--- src/hw/rtl/hfdr_pkg.sv ---
package hfdr_pkg;

   // Number of rule cells in the chain.
   localparam int RULE_COUNT = 16;
   localparam int IDX_W      = (RULE_COUNT > 1) ? $clog2(RULE_COUNT) : 1;
   // Width that holds both a request slot number and any cell number.
   localparam int SLOT_W     = (IDX_W > 4) ? IDX_W : 4;

   localparam logic [1:0] KIND_PACKET = 2'd0;
   localparam logic [1:0] KIND_WRITE  = 2'd1;
   localparam logic [1:0] KIND_CLEAR  = 2'd2;

   localparam int MASK_SRC_IP     = 0;
   localparam int MASK_DST_IP     = 1;
   localparam int MASK_TOS        = 2;
   localparam int MASK_PROTOCOL   = 3;
   localparam int MASK_SRC_MAC    = 4;
   localparam int MASK_ETHER_TYPE = 5;
   localparam int MASK_SRC_PORT   = 6;
   localparam int MASK_DST_PORT   = 7;

   typedef struct packed {
      logic [47:0] dest_mac;
      logic [47:0] src_mac;
      logic [31:0] src_ip;
      logic [31:0] dst_ip;
      logic [7:0]  type_of_service;
      logic [7:0]  ip_protocol;
      logic [15:0] ether_type;
      logic [15:0] src_port;
      logic [15:0] dst_port;
   } hfdr_hdr_type;

   typedef struct packed {
      logic [1:0]   kind;
      logic [3:0]   rule_index;
      logic [8:0]   enable_mask;
      hfdr_hdr_type hdr;
   } hfdr_word_type;

   // One slot of the chain: the word in flight and the verdict so far.
   typedef struct packed {
      logic          valid;
      hfdr_word_type word;
      logic          decided;
      logic          verdict;
      logic          rule_hit;
      logic [3:0]    hit_index;
   } hfdr_stage_type;

   // True when every field enabled in the mask equals the packet's field.
   function automatic logic fields_match(input logic [8:0] mask,
                                         input hfdr_hdr_type rule,
                                         input hfdr_hdr_type pkt);
      logic ok;
      ok = 1'b1;
      if (mask[MASK_SRC_IP] && rule.src_ip != pkt.src_ip) ok = 1'b0;
      if (mask[MASK_DST_IP] && rule.dst_ip != pkt.dst_ip) ok = 1'b0;
      if (mask[MASK_TOS] && rule.type_of_service != pkt.type_of_service) ok = 1'b0;
      if (mask[MASK_PROTOCOL] && rule.ip_protocol != pkt.ip_protocol) ok = 1'b0;
      if (mask[MASK_SRC_MAC] && rule.src_mac != pkt.src_mac) ok = 1'b0;
      if (mask[MASK_ETHER_TYPE] && rule.ether_type != pkt.ether_type) ok = 1'b0;
      if (mask[MASK_SRC_PORT] && rule.src_port != pkt.src_port) ok = 1'b0;
      if (mask[MASK_DST_PORT] && rule.dst_port != pkt.dst_port) ok = 1'b0;
      return ok;
   endfunction

endpackage

--- src/hw/rtl/hfdr_cell.sv ---
// One rule slot. It holds a rule, updates it from write and clear words
// addressed to it, and judges packets not yet decided by an earlier cell.
module hfdr_cell (
   input  logic                       clock,
   input  logic                       reset,
   input  logic                       advance,
   input  logic [hfdr_pkg::IDX_W-1:0] cell_id,
   input  hfdr_pkg::hfdr_stage_type   prev_stage,
   output hfdr_pkg::hfdr_stage_type   stage_out
);

   logic                     rule_valid_ff;
   logic [8:0]               rule_mask_ff;
   hfdr_pkg::hfdr_hdr_type   rule_hdr_ff;
   hfdr_pkg::hfdr_stage_type stage_ff;
   hfdr_pkg::hfdr_stage_type stage_in;

   logic id_match;
   logic is_write;
   logic is_clear;
   logic mac_match;

   assign id_match  = (hfdr_pkg::SLOT_W'(prev_stage.word.rule_index) ==
                       hfdr_pkg::SLOT_W'(cell_id));
   assign is_write  = prev_stage.valid && prev_stage.word.kind == hfdr_pkg::KIND_WRITE &&
                      id_match;
   assign is_clear  = prev_stage.valid && prev_stage.word.kind == hfdr_pkg::KIND_CLEAR &&
                      id_match;
   assign mac_match = prev_stage.valid && prev_stage.word.kind == hfdr_pkg::KIND_PACKET &&
                      !prev_stage.decided && rule_valid_ff &&
                      rule_hdr_ff.dest_mac == prev_stage.word.hdr.dest_mac;

   always_comb begin
      stage_in = prev_stage;
      if (mac_match) begin
         stage_in.decided   = 1'b1;
         stage_in.rule_hit  = 1'b1;
         stage_in.hit_index = 4'(cell_id);
         stage_in.verdict   = (rule_mask_ff != 9'd0) &&
            hfdr_pkg::fields_match(rule_mask_ff, rule_hdr_ff, prev_stage.word.hdr);
      end
   end

   always_ff @(posedge clock) begin
      if (reset) begin
         rule_valid_ff <= 1'b0;
      end else if (advance) begin
         if (is_write) begin
            rule_valid_ff <= 1'b1;
         end else if (is_clear) begin
            rule_valid_ff <= 1'b0;
         end
      end
   end

   always_ff @(posedge clock) begin
      if (advance && is_write) begin
         rule_mask_ff <= prev_stage.word.enable_mask;
         rule_hdr_ff  <= prev_stage.word.hdr;
      end
   end

   always_ff @(posedge clock) begin
      if (reset) begin
         stage_ff.valid <= 1'b0;
      end else if (advance) begin
         stage_ff <= stage_in;
      end
   end

   assign stage_out = stage_ff;

endmodule

--- config.mk ---
export PLATFORM = sky130hd
export DESIGN_NAME = hfdr_cell
export DESIGN_NICKNAME = d
export VERILOG_FILES = /design/src/hw/rtl/hfdr_pkg.sv /design/src/hw/rtl/hfdr_cell.sv
export SDC_FILE = /design/constraint.sdc
export NUM_CORES = 1
export LEC_CHECK = 0
export ABC_AREA = 1
export BUFFER_PORTS_ARGS = -buffer_cell sky130_fd_sc_hd__clkbuf_2
export CORE_MARGIN = 5
export CORE_UTILIZATION = 50
export DETAILED_ROUTE_END_ITERATION = 7
export PLACE_DENSITY = 0.77
export SLEW_MARGIN = 20
export SYNTH_ARGS = -nofsm -noshare
export SYNTH_HDL_FRONTEND = slang
export SYNTH_SLANG_ARGS = --single-unit
--- constraint.sdc ---
create_clock -name clock -period 12.21 [get_ports clock]
set_input_delay 0 -clock clock [delete_from_list [all_inputs] [get_ports clock]]
set_output_delay 0 -clock clock [all_outputs]
set_load 0.05 [all_outputs]
Word level (Yosys, flattened, before mapping). Index checks and enable logic that the tools add are counted.

Word-level logic and storage cells: 77. Bits in registers: 481. Output and inout port bits: 247. Bits of input ports: 254.

Bitwise gates (word level): 1. Equal/unequal tests: 12. Reduce and logical (&&, ||, !) cells: 24. Multiplexer cells: 12.

Operators by type and width (number): $ne A32 B32 Y1 (2); $eq A48 B48 Y1 (1); $ne A16 B16 Y1 (3); $ne A48 B48 Y1 (1); $logic_and A1 B1 Y1 (18); $ne A8 B8 Y1 (2); $mux W1 (11); $reduce_bool A9 Y1 (1); $mux W6 (1); $eq A4 B4 Y1 (1); $reduce_and A2 Y1 (2); $eq A2 B1 Y1 const B (1); $eq A2 B2 Y1 const B (1); $logic_not A2 Y1 (1); $reduce_bool A2 Y1 (1); $logic_not A1 Y1 (1); $not A1 Y1 (1).

Depth between registers and ports, before layout.
Depth in word-level cells: 13. Depth in mapped cells: 13. Gate-level depth less buffers: 13.

Least setup slack after synthesis. No wires, ideal clock.

Path type: input port to flip-flop. From: input port advance. To: register stage_ff (netlist bit stage_out[0]) (enable). Path slack: 0.979 ns. Data arrival time: 10.366 ns. Buffers on the path: 0. Data required time: 11.345 ns. Stages on the path: 2. Setup time: 0.865 ns. Cell sequence: inv_1 -> nor2_1.

Cells in the longest elaborated chain, start to end: 1.

Ends and longest elaborated chain: start, declared (RTL line hfdr_cell.sv:6) `input logic advance,`; $reduce_and A2 Y1 (no line); end signal, assigned (RTL line hfdr_cell.sv:67) `stage_ff <= stage_in;`; end, declared (RTL line hfdr_cell.sv:15) `hfdr_pkg::hfdr_stage_type stage_ff;`.

Every way passes these cells. A chain may end at the register's enable or synchronous reset.

Worst setup path in the final report.
From: input port prev_stage[241] (netlist name). To: register rule_hdr_ff[83] (netlist name) (enable).

Cells in the longest elaborated chain, start to end: 3.

Ends and longest elaborated chain: start, declared (RTL line hfdr_cell.sv:8) `input hfdr_pkg::hfdr_stage_type prev_stage,`; $eq A4 B4 Y1 (RTL line hfdr_cell.sv:23) `assign id_match = (hfdr_pkg::SLOT_W'(prev_stage.word.rule_index) ==`; $logic_and A1 B1 Y1 (RTL line hfdr_cell.sv:25) `assign is_write = prev_stage.valid && prev_stage.word.kind == hfdr_pkg::KIND_WRITE &&`; $logic_and A1 B1 Y1 (RTL line hfdr_cell.sv:57) `if (advance && is_write) begin`; end signal, assigned (RTL line hfdr_cell.sv:59) `rule_hdr_ff <= prev_stage.word.hdr;`; end, declared (RTL line hfdr_cell.sv:14) `hfdr_pkg::hfdr_hdr_type rule_hdr_ff;`.

Every way passes these cells.

==> summary.txt <==
Timing
  • Relative slew margins: 0.244
  • Fin worst setup slack: 9150 ps
  • Worst Tran Pin Value: 1130 ps
  • Final hold violation count: 0
  • Final setup fails: 0
  • Fmax: 327 MHz
  • Setup TNS: 0 ps
  • Setup Skew: 15.3 ps
  • RSZ-0062 raised after global routing: no
  • Tcrit/Tclk final: 0.251
  • Final Max Tran Viols: 0
  • Tmin final: 3060 ps

Synthesis
  • Area leader, netlist: edfxtp_1
  • Seq/Total Area, Yosys: 0.792
  • Synthesis Warnings: 0
  • Syn_nets: 1,549
  • Post-Syn Instances: 1,295
  • #FFs+latches synth: 481
  • Mapped cell area: 18,200 um^2
  • Post-synthesis cell type count: 23
  • Synth area leaders: edfxtp_1 79%, nand2_1 6.6%, xnor2_1 5.2%, nor2_1 3.2%, inv_1 3.2%
  • Post-synth top area share: 0.790
  • Avg Cell Area, Syn: 14.1 um^2

Floorplan
  • CORE AREA: 36,300 um^2
  • Die height: 201 um
  • Chip width: 201 um
  • Rows: 70
  • Die ar.: 40,300 um^2
  • Initial Util: 0.502
  • IO Pins: 501

Setup path
  • CP required: 12,370 ps
  • Reg2Reg Setup Slack: 9740 ps
  • Crit-path max cell delay: 880 ps
  • CP Max Fanout: 80
  • Worst Setup EP: rule_hdr_ff[83]
  • Worst Setup End Kind: register
  • R2r endpoint: stage_out[2]
  • CP dominant cell by count: buf_4
  • Delay-heaviest family, CP: buffers and inverters
  • Crit start category: input port
  • Arrival time of the worst setup path: 3220 ps
  • Reg2Reg Depth: 11
  • Critical path type: input port to register
  • Worst Setup SP: prev_stage[241]
  • Slowest CP cell: buf_4
  • Cell depth of the worst setup path: 9
  • Cell breakdown of the critical path: dlygate4sd3_1 -> clkbuf_2 -> nor2_1 -> or2_0 -> a21oi_1 -> nand2_1 -> nor3_4 -> buf_4 -> buf_4
  • Reg-to-Reg Start: rule_hdr_ff[193]
  • Buf/Inv on CP: 4

Pwr
  • Psw: 0.967 mW
  • Maximum VDD drop: 0.137 mV
  • Leak: 10.6 nW
  • Pint: 2.87 mW
  • Comb power frac: 0.125
  • Sw frac: 0.252
  • Clk pwr share: 0.378
  • Reg power frac: 0.497
  • Power Density: 151 nW/um^2

CTS
  • Clock latency on the worst-skew pair: 550 ps
  • Worst-path clk slew: 70 ps
  • Clk buf depth: 3
  • CTS Root Cell: clkbuf_16
  • H-tree depth: 2
  • CTS Buf Count: 48
  • Clk sinks: 481
  • CTS tree: done

Detailed routing
  • Pre-antenna DRT Iters: 5
  • Iteration-0 DRC Markers: 834
  • # DRC: 0
  • Via count: 12,900
  • Overall routed net length: 50.0 mm
  • DRT antenna net count: 0
  • Vias/cell: 4.94
  • WL/cell: 19.2 um

Global route
  • Initial antenna violation count: 5
  • Vias in the first global route: 13,800
  • GRT Overall Usage: 0.241
  • Gr ovfl total: 0
  • Global-route wire length before repair: 76.6 mm
  • Largest net degree at the start of global routing: 84

Placed design
  • Post-DP Area: 21,400 um^2
  • Post-DP HPWL: 31.2 mm
  • Port Buffers: 500
  • Pre-CTS WS: 9230 ps
  • Routability cong.: 0.930
  • Dpl cells: 2,269

Cells and area
  • Post-Layout Cell Count: 2,610
  • Nets: 2,357
  • Layout cell share with drive strength beyond 1: 0.275
  • Commonest non-fill, non-tap cells in the layout: 500 x clkbuf_2, 479 x edfxtp_1, 319 x nand2_1
  • Commonest non-fill, non-tap cell in the layout: clkbuf_2
  • Final instance area: 25,400 um^2
  • Area Overhead vs Synth: 39.6%

Worst hold path
  • Type of the most critical hold path: input port to register

Flow run
  • Max-cap viol count: 0

Outcome
  • Status: completed
metrics by stage:
| stage | utilization | total power, mW | hold slack (ps) |
|---|---|---|---|
| 3_3_place_gp | 0.589 | 2.34 | 198 |
| 5_1_grt | 0.701 | 3.96 | 74.6 |
| 6_report | 0.701 | 3.84 | 39.8 |
| 3_5_place_dp | 0.589 | 2.35 | 198 |
| 2_1_floorplan | - | 2.21 | 69.1 |
| 4_1_cts | 0.701 | 3.84 | 2.29 |
sequential cells by signal (all words and copies together) (netlist names):
| name | cells |
|---|---|
| rule_valid_ff | 1 |
| rule_hdr_ff | 224 |
| rule_mask_ff | 9 |
| stage_out | 247 |
synth_stat cells:
cell,n
nand2_2,1
edfxtp_1,479
nand3_1,9
or2_0,1
o21ai_0,10
dfxtp_1,2
o21ai_1,15
and2_1,1
or2_2,2
clkinv_1,1
nor3_2,2
nor2_4,1
nor2_2,1
nand2_1,319
inv_1,154
inv_2,3
xnor2_1,108
a21oi_1,4
o22ai_1,4
xor2_1,18
nor2_1,156
nand4_1,3
nand3b_1,1
layer usage:
layer / up-vias / GRT usage / wire length (um)
li1: 5947 / - / -
met1: 6202 / 0.277 / 18100
met2: 604 / 0.441 / 26800
met3: 141 / 0.0577 / 3570
met4: 2 / 0.0824 / 1630
met5: - / 0 / 13
logic make-up (layout without fill, tap and decap cells):
| family | count (synthesis) | in the layout | synth area share |
|---|---|---|---|
| AO/OA/AOI/OAI | 33 | 33 | 0.00934 |
| XOR/XNOR | 126 | 126 | 0.0606 |
| flip-flops | 481 | 481 | 0.792 |
| other | 0 | 4 | 0 |
| buffers and inverters | 158 | 1001 | 0.0326 |
| AND/OR/NAND/NOR | 497 | 497 | 0.106 |
layout make-up:
class	instances	area [um^2]
flip-flops and latches	481	14400
fillers	2265	10800
repair buffers	758	5070
multi-input cells	656	3210
clock buffers	53	1240
inverters	158	593
well taps	468	586
clock inverters	32	299
diodes	4	10.0
worst min-delay path, cell delays in order:
cell and delay, ps:
clkbuf_2 100, inv_1 110, nor2_4 170
power groups by stage:
stage	Clock, mW	Sequential (mW)	Combinational, mW
6_report	1.45	1.91	0.481
5_1_grt	1.54	1.91	0.504
4_1_cts	1.46	1.90	0.474
3_5_place_dp	0	1.94	0.406
3_3_place_gp	0	1.94	0.399
2_1_floorplan	0	2.15	0.0616
worst min-delay path by stage:
stage,start,end,slack [ps],cells after the start
6_report,advance,stage_out[240],40,3
5_1_grt,advance,stage_out[206],70,3
4_1_cts,advance,stage_out[185],2,3
3_5_place_dp,prev_stage[235],rule_mask_ff[4],200,1
3_3_place_gp,prev_stage[235],stage_out[235],200,1
2_1_floorplan,reset,stage_out[246],70,1
timing repair:
action | CTS | global route
setup buffers | 0 | 0
gates resized for setup | 0 | 0
hold endpoints to repair | 510 | 0
hold buffers | 252 | 0
(Power assumes the default switching activity.)
